===== src/sv/bal_pkg.sv =====
// Shared types, opcode ranges and register indexes for the byte ALU.
package bal_pkg;

  localparam int unsigned DataW = 8;
  localparam int unsigned CfgIdxW = 2;

  typedef logic [DataW-1:0] byte_t;

  // Fixed opcode ranges
  localparam byte_t AddLo   = 8'h70;
  localparam byte_t AddHi   = 8'h78;
  localparam byte_t IncLo   = 8'hC0;
  localparam byte_t IncHi   = 8'hC7;
  localparam byte_t SubLo   = 8'h80;
  localparam byte_t SubHi   = 8'h88;
  localparam byte_t CmpLo   = 8'hA8;
  localparam byte_t CmpHi   = 8'hAF;
  localparam byte_t DecLo   = 8'hC8;
  localparam byte_t DecHi   = 8'hCF;
  localparam byte_t AndLo   = 8'h90;
  localparam byte_t AndHi   = 8'h97;
  localparam byte_t AndXLo  = 8'hB8;
  localparam byte_t AndXHi  = 8'hBF;
  localparam byte_t OrLo    = 8'h98;
  localparam byte_t OrHi    = 8'h9F;
  localparam byte_t XorLo   = 8'hA0;
  localparam byte_t XorHi   = 8'hA7;

  // Reset values of the opcode registers
  localparam byte_t CmpImmRst = 8'hB0;
  localparam byte_t ShlRst    = 8'hD0;
  localparam byte_t ShrRst    = 8'hD1;
  localparam byte_t RolRst    = 8'hD2;

  typedef enum logic [CfgIdxW-1:0] {
    CFG_CMP_IMM = 2'd0,
    CFG_SHL     = 2'd1,
    CFG_SHR     = 2'd2,
    CFG_ROL     = 2'd3
  } cfg_idx_e;

  typedef enum logic [3:0] {
    OP_NONE,
    OP_ADD,
    OP_INC,
    OP_SUB,
    OP_DEC,
    OP_AND,
    OP_OR,
    OP_XOR,
    OP_SHL,
    OP_SHR,
    OP_ROL
  } op_e;

  typedef struct packed {
    byte_t cmp_imm_code;
    byte_t shl_code;
    byte_t shr_code;
    byte_t rol_code;
  } codes_t;

  typedef struct packed {
    byte_t cmd;
    byte_t operand_a;
    byte_t opnd_b;
    logic  carry_in;
    logic  overflow_in;
    logic  zero_in;
    logic  sign_in;
  } in_t;

  typedef struct packed {
    byte_t result_byte;
    logic  carry_out;
    logic  overflow_out;
    logic  zero_out;
    logic  sign_out;
    logic  recognized;
  } out_t;

endpackage


===== src/sv/byte_alu_with_status_flags_unit.sv =====
// Top level of the byte ALU: input register, decode and execute, result register.
//
// Eight-bit ALU with carry, overflow, zero and sign flags. An item is taken
// on every clock edge with start_i high (busy_o stays low, so one item per
// cycle sustained); its result shows on result_o with done_o high for exactly
// one cycle, once the item has passed the input register and then decode and
// execute into the result register. The receiver cannot stall, so results must
// be taken as they appear. Opcode registers for compare immediate, shift left,
// shift right and rotate left are written through cfg_we_i/cfg_idx_i/cfg_wdata_i;
// the user must write them only while no item is in flight; the block does not check.
module byte_alu_with_status_flags_unit (
  input  logic                         clk_i,
  input  logic                         rst_ni,
  input  logic                         start_i,
  output logic                         busy_o,
  input  bal_pkg::in_t                 item_i,
  output logic                         done_o,
  output bal_pkg::out_t                result_o,
  input  logic                         cfg_we_i,
  input  logic [bal_pkg::CfgIdxW-1:0]  cfg_idx_i,
  input  bal_pkg::byte_t               cfg_wdata_i
);

  bal_pkg::codes_t codes_q;
  logic            valid_q;
  bal_pkg::in_t    item_q;
  logic            done_q;
  bal_pkg::out_t   res_q, res_d;
  bal_pkg::op_e    op;
  logic            accept;

  assign busy_o = 1'b0;
  assign accept = start_i && !busy_o;

  always_ff @(posedge clk_i or negedge rst_ni) begin
    if (!rst_ni) begin
      codes_q.cmp_imm_code <= bal_pkg::CmpImmRst;
      codes_q.shl_code     <= bal_pkg::ShlRst;
      codes_q.shr_code     <= bal_pkg::ShrRst;
      codes_q.rol_code     <= bal_pkg::RolRst;
    end else if (cfg_we_i) begin
      case (bal_pkg::cfg_idx_e'(cfg_idx_i))
        bal_pkg::CFG_CMP_IMM: codes_q.cmp_imm_code <= cfg_wdata_i;
        bal_pkg::CFG_SHL:     codes_q.shl_code     <= cfg_wdata_i;
        bal_pkg::CFG_SHR:     codes_q.shr_code     <= cfg_wdata_i;
        bal_pkg::CFG_ROL:     codes_q.rol_code     <= cfg_wdata_i;
        default: ;
      endcase
    end
  end

  always_ff @(posedge clk_i or negedge rst_ni) begin
    if (!rst_ni) begin
      valid_q <= 1'b0;
      done_q  <= 1'b0;
    end else begin
      valid_q <= accept;
      done_q  <= valid_q;
    end
  end

  // Payload registers: input captures on accept, result on valid_q; both hold otherwise
  always_ff @(posedge clk_i) begin
    if (accept) begin
      item_q <= item_i;
    end
    if (valid_q) begin
      res_q <= res_d;
    end
  end

  bal_decode u_decode (
    .cmd_i   (item_q.cmd),
    .codes_i (codes_q),
    .op_o    (op)
  );

  bal_exec u_exec (
    .op_i   (op),
    .item_i (item_q),
    .res_o  (res_d)
  );

  assign done_o   = done_q;
  assign result_o = res_q;

  a_latency: assert property (@(posedge clk_i) disable iff (!rst_ni)
    accept |=> ##1 done_o)
    else $error("accepted item produced no result two cycles later");

  a_no_spurious: assert property (@(posedge clk_i) disable iff (!rst_ni)
    done_o |-> $past(valid_q))
    else $error("result strobe without an item in the input register");

  a_unrec_zero: assert property (@(posedge clk_i) disable iff (!rst_ni)
    (done_o && !result_o.recognized) |-> (result_o.result_byte == '0))
    else $error("unrecognized opcode gave a nonzero result");

  a_flags: assert property (@(posedge clk_i) disable iff (!rst_ni)
    (done_o && result_o.recognized) |->
      ((result_o.zero_out == (result_o.result_byte == '0)) &&
       (result_o.sign_out == result_o.result_byte[7])))
    else $error("zero or sign flag disagrees with result byte");

endmodule


===== src/sv/bal_decode.sv =====
// Opcode classifier: maps the command byte to an operation by priority.
module bal_decode (
  input  bal_pkg::byte_t  cmd_i,
  input  bal_pkg::codes_t codes_i,
  output bal_pkg::op_e    op_o
);

  function automatic logic in_rng(bal_pkg::byte_t v, bal_pkg::byte_t lo, bal_pkg::byte_t hi);
    return (v >= lo) && (v <= hi);
  endfunction

  always_comb begin
    if (in_rng(cmd_i, bal_pkg::AddLo, bal_pkg::AddHi)) begin
      op_o = bal_pkg::OP_ADD;
    end else if (in_rng(cmd_i, bal_pkg::IncLo, bal_pkg::IncHi)) begin
      op_o = bal_pkg::OP_INC;
    end else if (in_rng(cmd_i, bal_pkg::DecLo, bal_pkg::DecHi)) begin
      // Keep decrement ahead so a compare-immediate code in its range still subtracts one
      op_o = bal_pkg::OP_DEC;
    end else if (in_rng(cmd_i, bal_pkg::SubLo, bal_pkg::SubHi) ||
                 in_rng(cmd_i, bal_pkg::CmpLo, bal_pkg::CmpHi) ||
                 (cmd_i == codes_i.cmp_imm_code)) begin
      op_o = bal_pkg::OP_SUB;
    end else if (in_rng(cmd_i, bal_pkg::AndLo, bal_pkg::AndHi) ||
                 in_rng(cmd_i, bal_pkg::AndXLo, bal_pkg::AndXHi)) begin
      op_o = bal_pkg::OP_AND;
    end else if (in_rng(cmd_i, bal_pkg::OrLo, bal_pkg::OrHi)) begin
      op_o = bal_pkg::OP_OR;
    end else if (in_rng(cmd_i, bal_pkg::XorLo, bal_pkg::XorHi)) begin
      op_o = bal_pkg::OP_XOR;
    end else if (cmd_i == codes_i.shl_code) begin
      op_o = bal_pkg::OP_SHL;
    end else if (cmd_i == codes_i.shr_code) begin
      op_o = bal_pkg::OP_SHR;
    end else if (cmd_i == codes_i.rol_code) begin
      op_o = bal_pkg::OP_ROL;
    end else begin
      op_o = bal_pkg::OP_NONE;
    end
  end

endmodule


===== src/sv/bal_exec.sv =====
// Datapath: computes result byte and flags for a decoded operation.
module bal_exec (
  input  bal_pkg::op_e  op_i,
  input  bal_pkg::in_t  item_i,
  output bal_pkg::out_t res_o
);

  logic [bal_pkg::DataW-1:0] a, b, m;
  logic [bal_pkg::DataW:0]   sum, diff;
  logic [bal_pkg::DataW-1:0] r;
  logic                      c, v;

  assign a = item_i.operand_a;
  assign b = item_i.opnd_b;
  // Inc and dec use a constant one in place of operand b
  assign m = ((op_i == bal_pkg::OP_INC) || (op_i == bal_pkg::OP_DEC)) ?
             bal_pkg::DataW'(1) : b;
  assign sum  = {1'b0, a} + {1'b0, m};
  assign diff = {1'b0, a} - {1'b0, m};

  always_comb begin
    r = '0;
    c = 1'b0;
    v = 1'b0;
    case (op_i)
      bal_pkg::OP_ADD, bal_pkg::OP_INC: begin
        r = sum[bal_pkg::DataW-1:0];
        c = sum[bal_pkg::DataW];
        v = ~(a[7] ^ m[7]) & (a[7] ^ r[7]);
      end
      bal_pkg::OP_SUB, bal_pkg::OP_DEC: begin
        r = diff[bal_pkg::DataW-1:0];
        c = diff[bal_pkg::DataW];  // borrow
        v = (a[7] ^ m[7]) & (a[7] ^ r[7]);
      end
      bal_pkg::OP_AND: r = a & b;
      bal_pkg::OP_OR:  r = a | b;
      bal_pkg::OP_XOR: r = a ^ b;
      bal_pkg::OP_SHL: begin
        r = {a[6:0], 1'b0};
        c = a[7];
      end
      bal_pkg::OP_SHR: begin
        r = {1'b0, a[7:1]};
        c = a[0];
      end
      bal_pkg::OP_ROL: begin
        r = {a[6:0], item_i.carry_in};
        c = a[7];
      end
      default: begin
        r = '0;
        c = 1'b0;
        v = 1'b0;
      end
    endcase
  end

  always_comb begin
    if (op_i == bal_pkg::OP_NONE) begin
      // Pass the incoming flags through untouched
      res_o.result_byte  = '0;
      res_o.carry_out    = item_i.carry_in;
      res_o.overflow_out = item_i.overflow_in;
      res_o.zero_out     = item_i.zero_in;
      res_o.sign_out     = item_i.sign_in;
      res_o.recognized   = 1'b0;
    end else begin
      res_o.result_byte  = r;
      res_o.carry_out    = c;
      res_o.overflow_out = v;
      res_o.zero_out     = (r == '0);
      res_o.sign_out     = r[7];
      res_o.recognized   = 1'b1;
    end
  end

endmodule

===== config.mk =====
export PLATFORM = sky130hd
export DESIGN_NAME = byte_alu_with_status_flags_unit
export DESIGN_NICKNAME = d
export VERILOG_FILES = /design/src/sv/bal_pkg.sv /design/src/sv/byte_alu_with_status_flags_unit.sv /design/src/sv/bal_decode.sv /design/src/sv/bal_exec.sv
export SDC_FILE = /design/constraint.sdc
export NUM_CORES = 1
export LEC_CHECK = 0
export ABC_CLOCK_PERIOD_IN_PS = 6300
export BUFFER_PORTS_ARGS = -buffer_cell sky130_fd_sc_hd__buf_4
export CORE_MARGIN = 3
export CORE_UTILIZATION = 42
export DETAILED_ROUTE_END_ITERATION = 6
export PLACE_DENSITY = 0.73
export SYNTH_ARGS = -nofsm -noshare
export SYNTH_HDL_FRONTEND = slang
export SYNTH_HIERARCHICAL = 1
export SYNTH_SLANG_ARGS = --single-unit

===== constraint.sdc =====
create_clock -name clk_i -period 6.3 [get_ports clk_i]
set_input_delay 0.315 -clock clk_i [delete_from_list [all_inputs] [get_ports clk_i]]
set_output_delay 0.315 -clock clk_i [all_outputs]
set_load 0.01 [all_outputs]

Word level (Yosys, flattened, before mapping). Index checks and enable logic that the tools add are counted.

$add $sub $neg: 2. $lt $le $gt $ge: 18. Equal/unequal tests: 17. Multiplexer cells: 15. Bitwise operators: 9. Reduce and logical (&&, ||, !) cells: 23.

Operators by type and width (number): >= comparator 8 bit, second input constant (8); less-or-equal comparator 8 bit, second input constant (8); case mux 8 bit (8 select lines) (1); 2-to-1 mux 4 bit (10); equality test 8 bit (4); equality test 4 x 3 -> 1 bit, second input constant (4); equality test 4 bit, second input constant (3); adder 8 x 8 -> 9 bit (1); logical AND 1 bit (9); subtractor 8 x 8 -> 9 bit (1); AND 8 bit (1); equality test 4 x 2 -> 1 bit, second input constant (2); >= comparator 8 x 7 -> 1 bit, second input constant (1); less-or-equal comparator 8 x 7 -> 1 bit, second input constant (1); logical NOT 8 bit (1); 2-to-1 mux 8 bit (1); OR 8 bit (1); AND reduction 2 bit (4); bitwise XOR 8 bit (1); OR reduction 2 bit (3); 2-to-1 mux 5 bit (1); equality test 2 bit, second input constant (2); equality test 4 x 1 -> 1 bit, second input constant (1); logical NOT 4 bit (1); 8 further kinds (14).

Register bits after elaboration: 75. Input bits: 42. Output and inout port bits: 15. Word-level logic and storage cells: 103.

Longest topological paths before layout. Gate-level depths: netlist (run 1).

Word-level depth: 19. Depth in mapped cells: 22. Gate-level depth less buffers: 18.

Hierarchy. The synthesis (run 1) kept the hierarchy.

Modules (own cells, without submodules): byte_alu_with_status_flags_unit (instances 1, cells each 113, area an instance 2522.4 µm², seq. area each 2099.5 µm²); bal_exec (instances 1, cells each 227, area an instance 1629.1 µm², seq. area each 0.0 µm²); bal_decode (instances 1, cells each 82, area an instance 628.1 µm², seq. area each 0.0 µm²).

Worst setup path after synthesis (run 1). OpenSTA, ideal clock, no wires.

Path type: reg2reg. From: register item_q[22] (netlist name). To: register res_q (netlist bit result_o[2]), data pin. Setup time: 0.165 ns. Arrival: 5.069 ns. Required time: 6.135 ns. Setup slack: 1.066 ns. Stages on the path, launching flop included: 22. Buffers on the path: 5. Clock period less this slack: 5.234 ns. Path through: edfxtp_1 > buf_6 > or3_4 > a2111oi_4 > a41o_1 > nor2_1 > o221ai_1 > buf_4 > clkbuf_1 > clkbuf_1 > or3_1 > clkbuf_1 > nand2_1 > ha_1 > fa_1 > xnor2_1 > a32oi_1 > o21ai_0 > a221o_1 > nor4_1 > or4b_1 > o31ai_2.

RTL lines: start: declaration (RTL line byte_alu_with_status_flags_unit.sv:26) `bal_pkg::in_t item_q;`; start signal: assignment (RTL line byte_alu_with_status_flags_unit.sv:65) `item_q <= item_i;`; end signal: assignment (RTL line byte_alu_with_status_flags_unit.sv:68) `res_q <= res_d;`; end: declaration (RTL line byte_alu_with_status_flags_unit.sv:28) `bal_pkg::out_t res_q, res_d;`.

==> results of run 1 <==
critical path, delay by kind of cell, from the launching register on:
kind / cells / cell delay (ns)
AOI/OAI and AO/OA: 5 / 1.40
xor gates and xnor gates: 2 / 0.28
adders and majority gates: 1 / 0.44
buffers and inverters: 1 / 0.10
DFF: 1 / 0.58
and+or+nand+nor: 7 / 2.34
cells in the final DEF, fill, tap and decap left out, drive strengths merged, types with 3 or more instances in the layout:
cell,synthesis,layout
o31ai,3,3
dfstp,14,14
xnor2,15,15
a211oi,3,3
o21ai,17,17
clkinv,0,5
mux2,34,34
nand3b,5,5
a21o,4,4
nand2,26,26
o22ai,3,3
a22oi,6,6
buf,15,59
o221ai,3,3
clkbuf,5,10
ha,34,34
a2bb2oi,3,3
nor4,8,8
or3,4,4
nor2,15,15
dfrtp,20,20
a21oi,17,17
inv,36,36
a221oi,5,5
xor2,24,24
nand2b,6,6
nor2b,7,7
edfxtp,41,41
nand4,3,3
cell type report:
type | count | share of cell area [%]
Multi-Input combinational cell | 291 | 43.6
Clock inverter | 6 | 0.788
Sequential cell | 75 | 37.8
Inverter | 36 | 2.48
Clock buffer | 10 | 4.12
Timing Repair Buffer | 60 | 8.15
Tap cell | 140 | 3.15
flip-flops by register name, summed over array words and instances (netlist names):
signal and cells:
result_o 13, item_q 28, valid_q 1, codes_q 32, done_o 1
power by group through the flow:
| stage | Combinational (mW) | Clock, mW | Sequential [mW] |
|---|---|---|---|
| CTS | 0.468 | 0.475 | 0.680 |
| floorplan | 0.333 | 0 | 0.674 |
| detailed placement | 0.465 | 0 | 0.688 |
| global route | 0.523 | 0.495 | 0.689 |
| finish | 0.469 | 0.461 | 0.679 |
| global placement | 0.454 | 0 | 0.686 |
cell families after synthesis:
| logic type | after synthesis | synth area share [%] |
|---|---|---|
| XOR/XNOR | 39 | 7.15 |
| multiplexers | 35 | 8.22 |
| AO/OA/AOI/OAI | 89 | 14.0 |
| flip-flops | 75 | 43.9 |
| buffers and inverters | 56 | 5.55 |
| other | 1 | 0.0785 |
| AND/OR/NAND/NOR | 91 | 11.3 |
| adder cells (fa/ha/maj) | 36 | 9.74 |
final timing paths:
| check | from | end | slack [ns] | cells after the start |
|---|---|---|---|---|
| max | item_q[23]$_DFFE_PP_ | result_o[2]$_DFFE_PP_ | 0.98 | 16 |
| max in group asynchronous | rst_ni | codes_q[12]$_DFFE_PN1P_ | 5.51 | 2 |
| min reg2reg | item_q[0]$_DFFE_PP_ | result_o[1]$_DFFE_PP_ | 0.52 | 1 |
| max reg2reg | item_q[23]$_DFFE_PP_ | result_o[2]$_DFFE_PP_ | 0.98 | 16 |
| min in group asynchronous | rst_ni | codes_q[25]$_DFFE_PN0P_ | 0.46 | 2 |
| min | item_i[5] | item_q[5]$_DFFE_PP_ | 0.15 | 1 |
what timing repair did:
action,in CTS,in global routing
resized for setup,0,0
hold buffers,1,0
buffers inserted,0,0
hold endpoints to repair,20,0
per-layer routing:
layer	share of wire [%]	global-route usage (%)	vias up
met5	0	0	-
met4	1.9	6.41	0
met3	5.1	3.02	17
met2	47	25.8	100
met1	46	23.8	1657
li1	-	-	1629
==> flow_summary.json, run 1 <==
{
  "critPathKind": "flop to flop",
  "track_usage_pct": 16.8,
  "clkTransAtPathRegs_ns": 0.06,
  "slowest_stage": "edfxtp_1",
  "combinationalPowerShare_pct": 29.1,
  "grt_pass1_vias": 3387,
  "ys_seq_elements": 75,
  "finalCritPeriodShare_pct": 84.4,
  "grt_setup_unrepaired": "false",
  "stdcell_count": 618,
  "area_growth_pct": 16.3,
  "initial_core_util_pct": 43.5,
  "yosys.area.top_type": "edfxtp_1",
  "status": "completed",
  "dr.pass1.iters": 5,
  "avgSynthCellArea_sq_um": 11.3,
  "io_pins": 57,
  "switchingPower_mw": 0.498,
  "ys_types": 74,
  "synth_top_cell_area_share_pct": 25.8,
  "wirelength_um": 10200,
  "yosysSeqAreaShare_pct": 43.9,
  "p_clk_share_pct": 28.7,
  "fill_cells": 950,
  "overflow": 0,
  "dieWidth_um": 113,
  "tightest_slew_ns": 0.644,
  "critical_path.cell_chain": "and2b_1 -> nor4b_1 -> nor2_1 -> o21ai_1 -> xnor2_1 -> or3_1 -> nand2_1 -> inv_1 -> fa_1 -> xnor2_1 -> a32oi_1 -> o21ai_0 -> a221o_1 -> nor4_1 -> or4b_1 -> o31ai_2",
  "io_buffers": 55,
  "slew_viol_final": 0,
  "total_power_mw": 1.61,
  "vias_per_cell": 5.51,
  "ys_top_cells_by_area": "edfxtp_1 26%, dfrtp_1 10%, ha_1 8.9%, mux2_2 8.0%, dfstp_2 7.7%",
  "cp.required_ns": 6.47,
  "fin_ws_ns": 0.983,
  "dp.cells": 601,
  "synthFlopType": "edfxtp_1",
  "preCtsSetupSlack_ns": 1.02,
  "switching_share_pct": 30.9,
  "htreeDepth": 3,
  "drtIter0Drc": 261,
  "netlist_top_cells_count": "41 x edfxtp_1, 35 x inv_1, 34 x ha_1, 34 x mux2_2, 26 x nand2_1",
  "maxCapViolations": 0,
  "vias": 3403,
  "clock_path_buffers": 2,
  "seqPwrFrac_pct": 42.2,
  "syn_inst": 422,
  "yosysMostFrequentCell": "edfxtp_1",
  "grt_max_degree": 35,
  "worstPathArrival_ns": 5.49,
  "crit_top_cell": "xnor2_1",
  "max_stage_delay_ns": 0.58,
  "setup.worst_path.end_class": "flop",
  "coreArea_sq_mm": 0.0110,
  "skew_ns": 0.00568,
  "finalCriticalPeriod_ns": 5.32,
  "design_area_sq_mm": 0.00556,
  "cts-root-buf": "clkbuf_16",
  "fin_tns_setup_ns": 0,
  "netlist_area_sq_mm": 0.00478,
  "yosys_warnings": 6,
  "internal_power_mw": 1.11,
  "insertion_delay_ns": 0.34,
  "antenna_found_initial": 0,
  "min_path_type": "primary input to flop",
  "worst_setup_path_start_kind": "flop",
  "powerDensity_mw_per_mm2": 289,
  "whs_ns": 0.148,
  "async_reset_ff_share_pct": 45.3,
  "hpwl_um": 7700,
  "p_leak_nw": 2.34,
  "peakVddDrop_mv": 0.125,
  "fmax_ghz": 0.188,
  "dpl_cell_area_sq_mm": 0.00528,
  "crit_fanout": 12,
  "synth_edf_count": 41,
  "finalSetupViolCount": 0,
  "routedWlPerCell_um": 16.6,
  "multi_input_area_sq_mm": 0.00242,
  "detail-route-antenna-nets": 0,
  "drive_above_1_share_pct": 29.7,
  "grt_pass1_wl_um": 17000,
  "fp.dieH_um": 113,
  "die_area_sq_mm": 0.0127,
  "max_slew_margin_pct": 56.8,
  "clock_sinks": 75,
  "drc": 0,
  "diodes": 0,
  "nNetsFinal": 551,
  "place_congestion": 0.892,
  "seq_area_sq_mm": 0.00210,
  "cts_tree": "done",
  "rows": 38,
  "cts_buffers": 9,
  "hold_viol": 0,
  "final_util_pct": 50.6,
  "syn-num-nets": 500
}
No activity file was read; power rests on OpenSTA's default activity.
==> run 2, diff against run 1 <==
--- a/config.mk
+++ b/config.mk
@@ -5,12 +5,12 @@
 export SDC_FILE = /design/constraint.sdc
 export NUM_CORES = 1
 export LEC_CHECK = 0
-export ABC_CLOCK_PERIOD_IN_PS = 6300
+export ABC_CLOCK_PERIOD_IN_PS = 4400
 export BUFFER_PORTS_ARGS = -buffer_cell sky130_fd_sc_hd__buf_4
 export CORE_MARGIN = 3
 export CORE_UTILIZATION = 42
 export DETAILED_ROUTE_END_ITERATION = 6
-export PLACE_DENSITY = 0.73
+export PLACE_DENSITY = 0.75
 export SYNTH_ARGS = -nofsm -noshare
 export SYNTH_HDL_FRONTEND = slang
 export SYNTH_HIERARCHICAL = 1
==> constraint.sdc (replaced) <==
create_clock -name clk_i -period 4.4 [get_ports clk_i]
set_input_delay 0.22 -clock clk_i [delete_from_list [all_inputs] [get_ports clk_i]]
set_output_delay 0.22 -clock clk_i [all_outputs]
set_load 0.01 [all_outputs]
==> flow_summary.json, run 2 (synthesized netlist as in run 1, its figures left out) <==
{
  "status": "finished with violations",
  "violations": "negative setup slack",
  "rr_worst_depth": 18,
  "rows": 38,
  "grt_max_degree": 35,
  "switching_share_pct": 31.7,
  "switchingPower_mw": 0.785,
  "p_leak_nw": 2.59,
  "drive_above_1_share_pct": 40.5,
  "max_slew_margin_pct": 59.9,
  "p_clk_share_pct": 27.3,
  "total_power_mw": 2.48,
  "seqPwrFrac_pct": 38.9,
  "crit_end": "result_o[2]$_DFFE_PP_",
  "whs_ns": 0.0540,
  "crit_fanout": 7,
  "cts_buffers": 9,
  "place_congestion": 0.873,
  "coreArea_sq_mm": 0.0110,
  "htreeDepth": 3,
  "worstPathArrival_ns": 4.71,
  "insertion_delay_ns": 0.34,
  "r2r_slack_ns": -0.13,
  "hpwl_um": 8020,
  "hold_viol": 0,
  "track_usage_pct": 17.3,
  "antenna_found_initial": 0,
  "io_buffers": 55,
  "cp.required_ns": 4.58,
  "diodes": 0,
  "min_path_type": "primary input to flop",
  "cts_tree": "done",
  "crit_cells": 18,
  "grt_pass1_vias": 3489,
  "initial_core_util_pct": 43.5,
  "final_util_pct": 55.0,
  "finalCriticalPeriod_ns": 4.53,
  "path_buf_inv": 2,
  "top_register": "codes_q",
  "skew_ns": 0.00794,
  "fmax_ghz": 0.221,
  "largest_register_ffs": 32,
  "vias": 3572,
  "vias_per_cell": 5.42,
  "maxCapViolations": 0,
  "grt_pass1_wl_um": 17600,
  "drc": 0,
  "mostFrequentLayoutCell": "buf_4",
  "powerDensity_mw_per_mm2": 410,
  "dp.cells": 636,
  "reg2reg_to": "result_o[2]$_DFFE_PP_",
  "max_stage_delay_ns": 0.52,
  "stdcell_count": 659,
  "finalCritPeriodShare_pct": 103,
  "tightest_slew_ns": 0.600,
  "io_pins": 57,
  "critical_path.cell_chain": "buf_6 -> nor2b_4 -> a2111oi_4 -> a41o_1 -> or2_4 -> o311a_4 -> xnor2_1 -> or3_4 -> nand2_4 -> inv_2 -> fa_2 -> xnor2_2 -> a32oi_1 -> o21ai_1 -> a221o_1 -> nor4_2 -> or4b_4 -> o31ai_4",
  "startpoint": "item_q[23]$_DFFE_PP_",
  "peakVddDrop_mv": 0.233,
  "cp_top_family": "simple AND/OR/NAND/NOR gates",
  "overflow": 0,
  "r2r_start": "item_q[23]$_DFFE_PP_",
  "finalSetupViolCount": 2,
  "dpl_cell_area_sq_mm": 0.00560,
  "detail-route-antenna-nets": 0,
  "clkTransAtPathRegs_ns": 0.06,
  "worst_setup_path_start_kind": "flop",
  "slowest_stage": "edfxtp_1",
  "dieWidth_um": 113,
  "design_area_sq_mm": 0.00605,
  "clock_sinks": 75,
  "fin_tns_setup_ns": -0.156,
  "area_growth_pct": 26.5,
  "grt_setup_unrepaired": "true",
  "cts-root-buf": "clkbuf_16",
  "nNetsFinal": 592,
  "fp.dieH_um": 113,
  "routedWlPerCell_um": 16.5,
  "preCtsSetupSlack_ns": -0.220,
  "slew_viol_final": 0,
  "drtIter0Drc": 229,
  "internal_power_mw": 1.70,
  "critPathKind": "flop to flop",
  "fin_ws_ns": -0.132,
  "die_area_sq_mm": 0.0127,
  "wirelength_um": 10900,
  "layout_common_cells": "96 x buf_4, 41 x edfxtp_1, 34 x mux2_2, 34 x inv_1, 32 x ha_1",
  "setup.worst_path.end_class": "flop",
  "combinationalPowerShare_pct": 33.8,
  "clock_path_buffers": 2,
  "dr.pass1.iters": 5,
  "fill_cells": 914
}
run 2: cell count changes in the layout (fill, tap and decap cells not counted), sizes merged:
cell and delta:
buf +41, inv +3, clkbuf -1, clkinv -3
clkinvlp +1
run 2: how the worst min path moves through the flow:
stage / endpoint / cells after the start / from
detailed placement: codes_q[0]$_DFFE_PN0P_ / 1 / rst_ni
floorplan: codes_q[0]$_DFFE_PN0P_ / 0 / rst_ni
finish: item_q[26]$_DFFE_PP_ / 1 / item_i[26]
global placement: codes_q[0]$_DFFE_PN0P_ / 1 / rst_ni
CTS: item_q[26]$_DFFE_PP_ / 1 / item_i[26]
global route: item_q[22]$_DFFE_PP_ / 1 / item_i[22]
run 2: layout make-up:
cell class | count | area, sq um | area share [%]
inverters | 36 | 138 | 2.28
clock buffers | 9 | 225 | 3.73
repair buffers | 101 | 776 | 12.8
multi-input cells | 291 | 2580 | 42.7
well taps | 140 | 175 | 2.90
flip-flops and latches | 75 | 2100 | 34.7
clock inverters | 7 | 51.3 | 0.849
run 2: worst register-to-register path, delay by kind of cell, from the launching register on:
family	cells	cell delay, ns
and+or+nand+nor	6	1.57
AOI/OAI and AO/OA	7	1.42
DFF	1	0.52
adders and majority gates	1	0.38
xor gates and xnor gates	2	0.28
buffers and inverters	2	0.19
run 2: power by group through the flow:
stage / clock network (mW) / registers (mW) / logic, mW
2_1_floorplan: 0 / 0.966 / 0.505
3_3_place_gp: 0 / 0.976 / 0.744
3_5_place_dp: 0 / 0.978 / 0.765
4_1_cts: 0.694 / 0.964 / 0.783
5_1_grt: 0.718 / 0.979 / 0.916
6_report: 0.677 / 0.965 / 0.839
run 2: per-layer routing:
layer / vias to the layer above / wire length (um) / track usage [%]
met3: 23 / 613 / 3.02
met1: 1708 / 5110 / 24.3
met5: - / 0 / 0
met4: 0 / 242 / 7.77
li1: 1713 / - / -
met2: 128 / 4940 / 26.2
run 2: repair_timing:
item                                    4_1_cts  5_1_grt
buffers inserted                              3        3
pin swaps                                     0        7
endpoints found under the setup margin        6        6
gates resized for setup                       4       20
hold buffers                                  1        0
hold endpoints to repair                     20        0
==> run 3, diff against run 2 <==
--- a/config.mk
+++ b/config.mk
@@ -8,9 +8,9 @@
 export ABC_CLOCK_PERIOD_IN_PS = 4400
 export BUFFER_PORTS_ARGS = -buffer_cell sky130_fd_sc_hd__buf_4
 export CORE_MARGIN = 3
-export CORE_UTILIZATION = 42
+export CORE_UTILIZATION = 53
 export DETAILED_ROUTE_END_ITERATION = 6
-export PLACE_DENSITY = 0.75
+export PLACE_DENSITY = 0.89
 export SYNTH_ARGS = -nofsm -noshare
 export SYNTH_HDL_FRONTEND = slang
 export SYNTH_HIERARCHICAL = 1
==> flow_summary.json, run 3 (synthesized netlist as in run 1, its figures left out) <==
{
  "p_leak_nw": 2.65,
  "track_usage_pct": 23.1,
  "crit_cells": 18,
  "overflow": 0,
  "worstPathArrival_ns": 4.71,
  "clock_sinks": 75,
  "fin_ws_ns": -0.138,
  "antenna_found_initial": 0,
  "design_area_sq_mm": 0.00613,
  "crit_fanout": 5,
  "largest_register_ffs": 32,
  "hold_viol": 0,
  "hold_path_depth": 1,
  "final_util_pct": 70.3,
  "critical_path.cell_chain": "buf_6 -> xor2_2 -> nor2_1 -> a41o_1 -> or2_4 -> o311a_4 -> xnor2_1 -> or3_4 -> nand2_4 -> inv_2 -> fa_2 -> xnor2_1 -> a32oi_1 -> o21ai_1 -> a221o_1 -> nor4_2 -> or4b_1 -> o31ai_2",
  "grt_pass1_vias": 3778,
  "worst_setup_path_start_kind": "flop",
  "grt_setup_unrepaired": "true",
  "clkTransAtPathRegs_ns": 0.08,
  "peakVddDrop_mv": 0.246,
  "io_buffers": 55,
  "drtIter0Drc": 399,
  "critPathKind": "flop to flop",
  "initial_core_util_pct": 54.8,
  "insertion_delay_ns": 0.35,
  "io_pins": 57,
  "multi_input_area_sq_mm": 0.00267,
  "wirelength_um": 11600,
  "coreArea_sq_mm": 0.00872,
  "dieWidth_um": 101,
  "dr.pass1.iters": 5,
  "violations": "negative setup slack",
  "drc": 0,
  "whs_ns": 0.0420,
  "slowest_stage": "edfxtp_1",
  "layout_common_cells": "110 x buf_4, 41 x edfxtp_1, 34 x mux2_2, 33 x inv_1, 30 x ha_1",
  "fin_tns_setup_ns": -0.138,
  "grt_pass1_wl_um": 18500,
  "min_path_type": "primary input to flop",
  "max_stage_delay_ns": 0.52,
  "drive_above_1_share_pct": 44.1,
  "seq_area_sq_mm": 0.00210,
  "crit_top_cell": "xnor2_1",
  "finalCriticalPeriod_ns": 4.54,
  "finalCritPeriodShare_pct": 103,
  "top_register": "codes_q",
  "routedWlPerCell_um": 18.2,
  "slew_viol_final": 0,
  "skew_ns": 0.00858,
  "area_growth_pct": 28.2,
  "setup.worst_path.end_class": "flop",
  "clock_path_buffers": 2,
  "dpl_cell_area_sq_mm": 0.00566,
  "cts_tree": "done",
  "cts-root-buf": "clkbuf_8",
  "tightest_slew_ns": 0.691,
  "hpwl_um": 8220,
  "preCtsSetupSlack_ns": -0.403,
  "vias": 3730,
  "rr_worst_depth": 18,
  "stdcell_count": 641,
  "fmax_ghz": 0.220,
  "path_buf_inv": 2,
  "mostFrequentLayoutCell": "buf_4",
  "fill_cells": 599,
  "htreeDepth": 3,
  "fp.dieH_um": 101,
  "die_area_sq_mm": 0.0102,
  "status": "finished with violations",
  "detail-route-antenna-nets": 0,
  "vias_per_cell": 5.82,
  "cp_top_family": "simple AND/OR/NAND/NOR gates",
  "dp.cells": 618,
  "cts_buffers": 9,
  "powerDensity_mw_per_mm2": 397,
  "grt_max_degree": 35,
  "maxCapViolations": 0,
  "finalSetupViolCount": 1,
  "diodes": 0,
  "cp.required_ns": 4.58,
  "place_congestion": 0.952,
  "rows": 34,
  "nNetsFinal": 606,
  "total_power_mw": 2.44,
  "max_slew_margin_pct": 53.8
}
==> run 3: changes by cell type in the layout (fill, tap and decap cells not counted), moves of 3 or more <==
cell and change:
a21oi_1 -3, xnor2_2 -3, clkbuf_8 +9, buf_4 +14
clkbuf_16 -7, o21ai_2 +3, xnor2_1 +3, a21oi_2 +3
==> run 3: final cells by class <==
type                    count  area share (%)
flip-flops and latches     75            34.3
multi-input cells         291            43.6
clock buffers              12            2.90
well taps                 108            2.20
repair buffers            115            14.4
inverters                  36            2.25
clock inverters             4           0.449
==> run 3: power breakdown <==
| group | switching, mW | internal (mW) | leakage, nW | total (mW) |
|---|---|---|---|---|
| Clock | 0.264 | 0.276 | 0.105 | 0.540 |
| Combinational | 0.459 | 0.472 | 1.76 | 0.930 |
| Sequential | 0.0816 | 0.884 | 0.784 | 0.966 |
==> run 3: layer usage <==
metal  vias up  routed length [um]  global-route usage (%)
met5         -                   0                       0
met1      1813                5180                    32.4
met2       153                5570                    36.6
met4         0                 196                    8.08
li1       1746                   -                       -
met3        18                 694                    3.39
==> run 3: path summary, 6_finish.rpt <==
kind | start | to | slack (ns)
hold reg to reg | codes_q[0]$_DFFE_PN0P_ | codes_q[0]$_DFFE_PN0P_ | 0.54
setup reg to reg | item_q[25]$_DFFE_PP_ | result_o[2]$_DFFE_PP_ | -0.14
setup / recovery | item_q[25]$_DFFE_PP_ | result_o[2]$_DFFE_PP_ | -0.14
min in group asynchronous | rst_ni | codes_q[0]$_DFFE_PN0P_ | 0.36
hold / removal | item_i[9] | item_q[9]$_DFFE_PP_ | 0.04
max in group asynchronous | rst_ni | codes_q[12]$_DFFE_PN1P_ | 3.70
==> run 3: worst reg2reg max path, cell delays in order, from the launching register on <==
cell and delay, ns:
edfxtp_1 0.52, buf_6 0.19, xor2_2 0.16, nor2_1 0.08, a41o_1 0.20, or2_4 0.27
o311a_4 0.32, xnor2_1 0.12, or3_4 0.39, nand2_4 0.09, inv_2 0.05, fa_2 0.35
xnor2_1 0.18, a32oi_1 0.20, o21ai_1 0.09, a221o_1 0.33, nor4_2 0.17, or4b_1 0.47
o31ai_2 0.20
==> run 3: what timing repair did <==
item	in CTS	in global routing
setup buffers	2	4
hold buffers	1	0
resized for setup	12	32
pin swaps	3	3
hold endpoints to repair	20	0
setup endpoints to repair	6	6
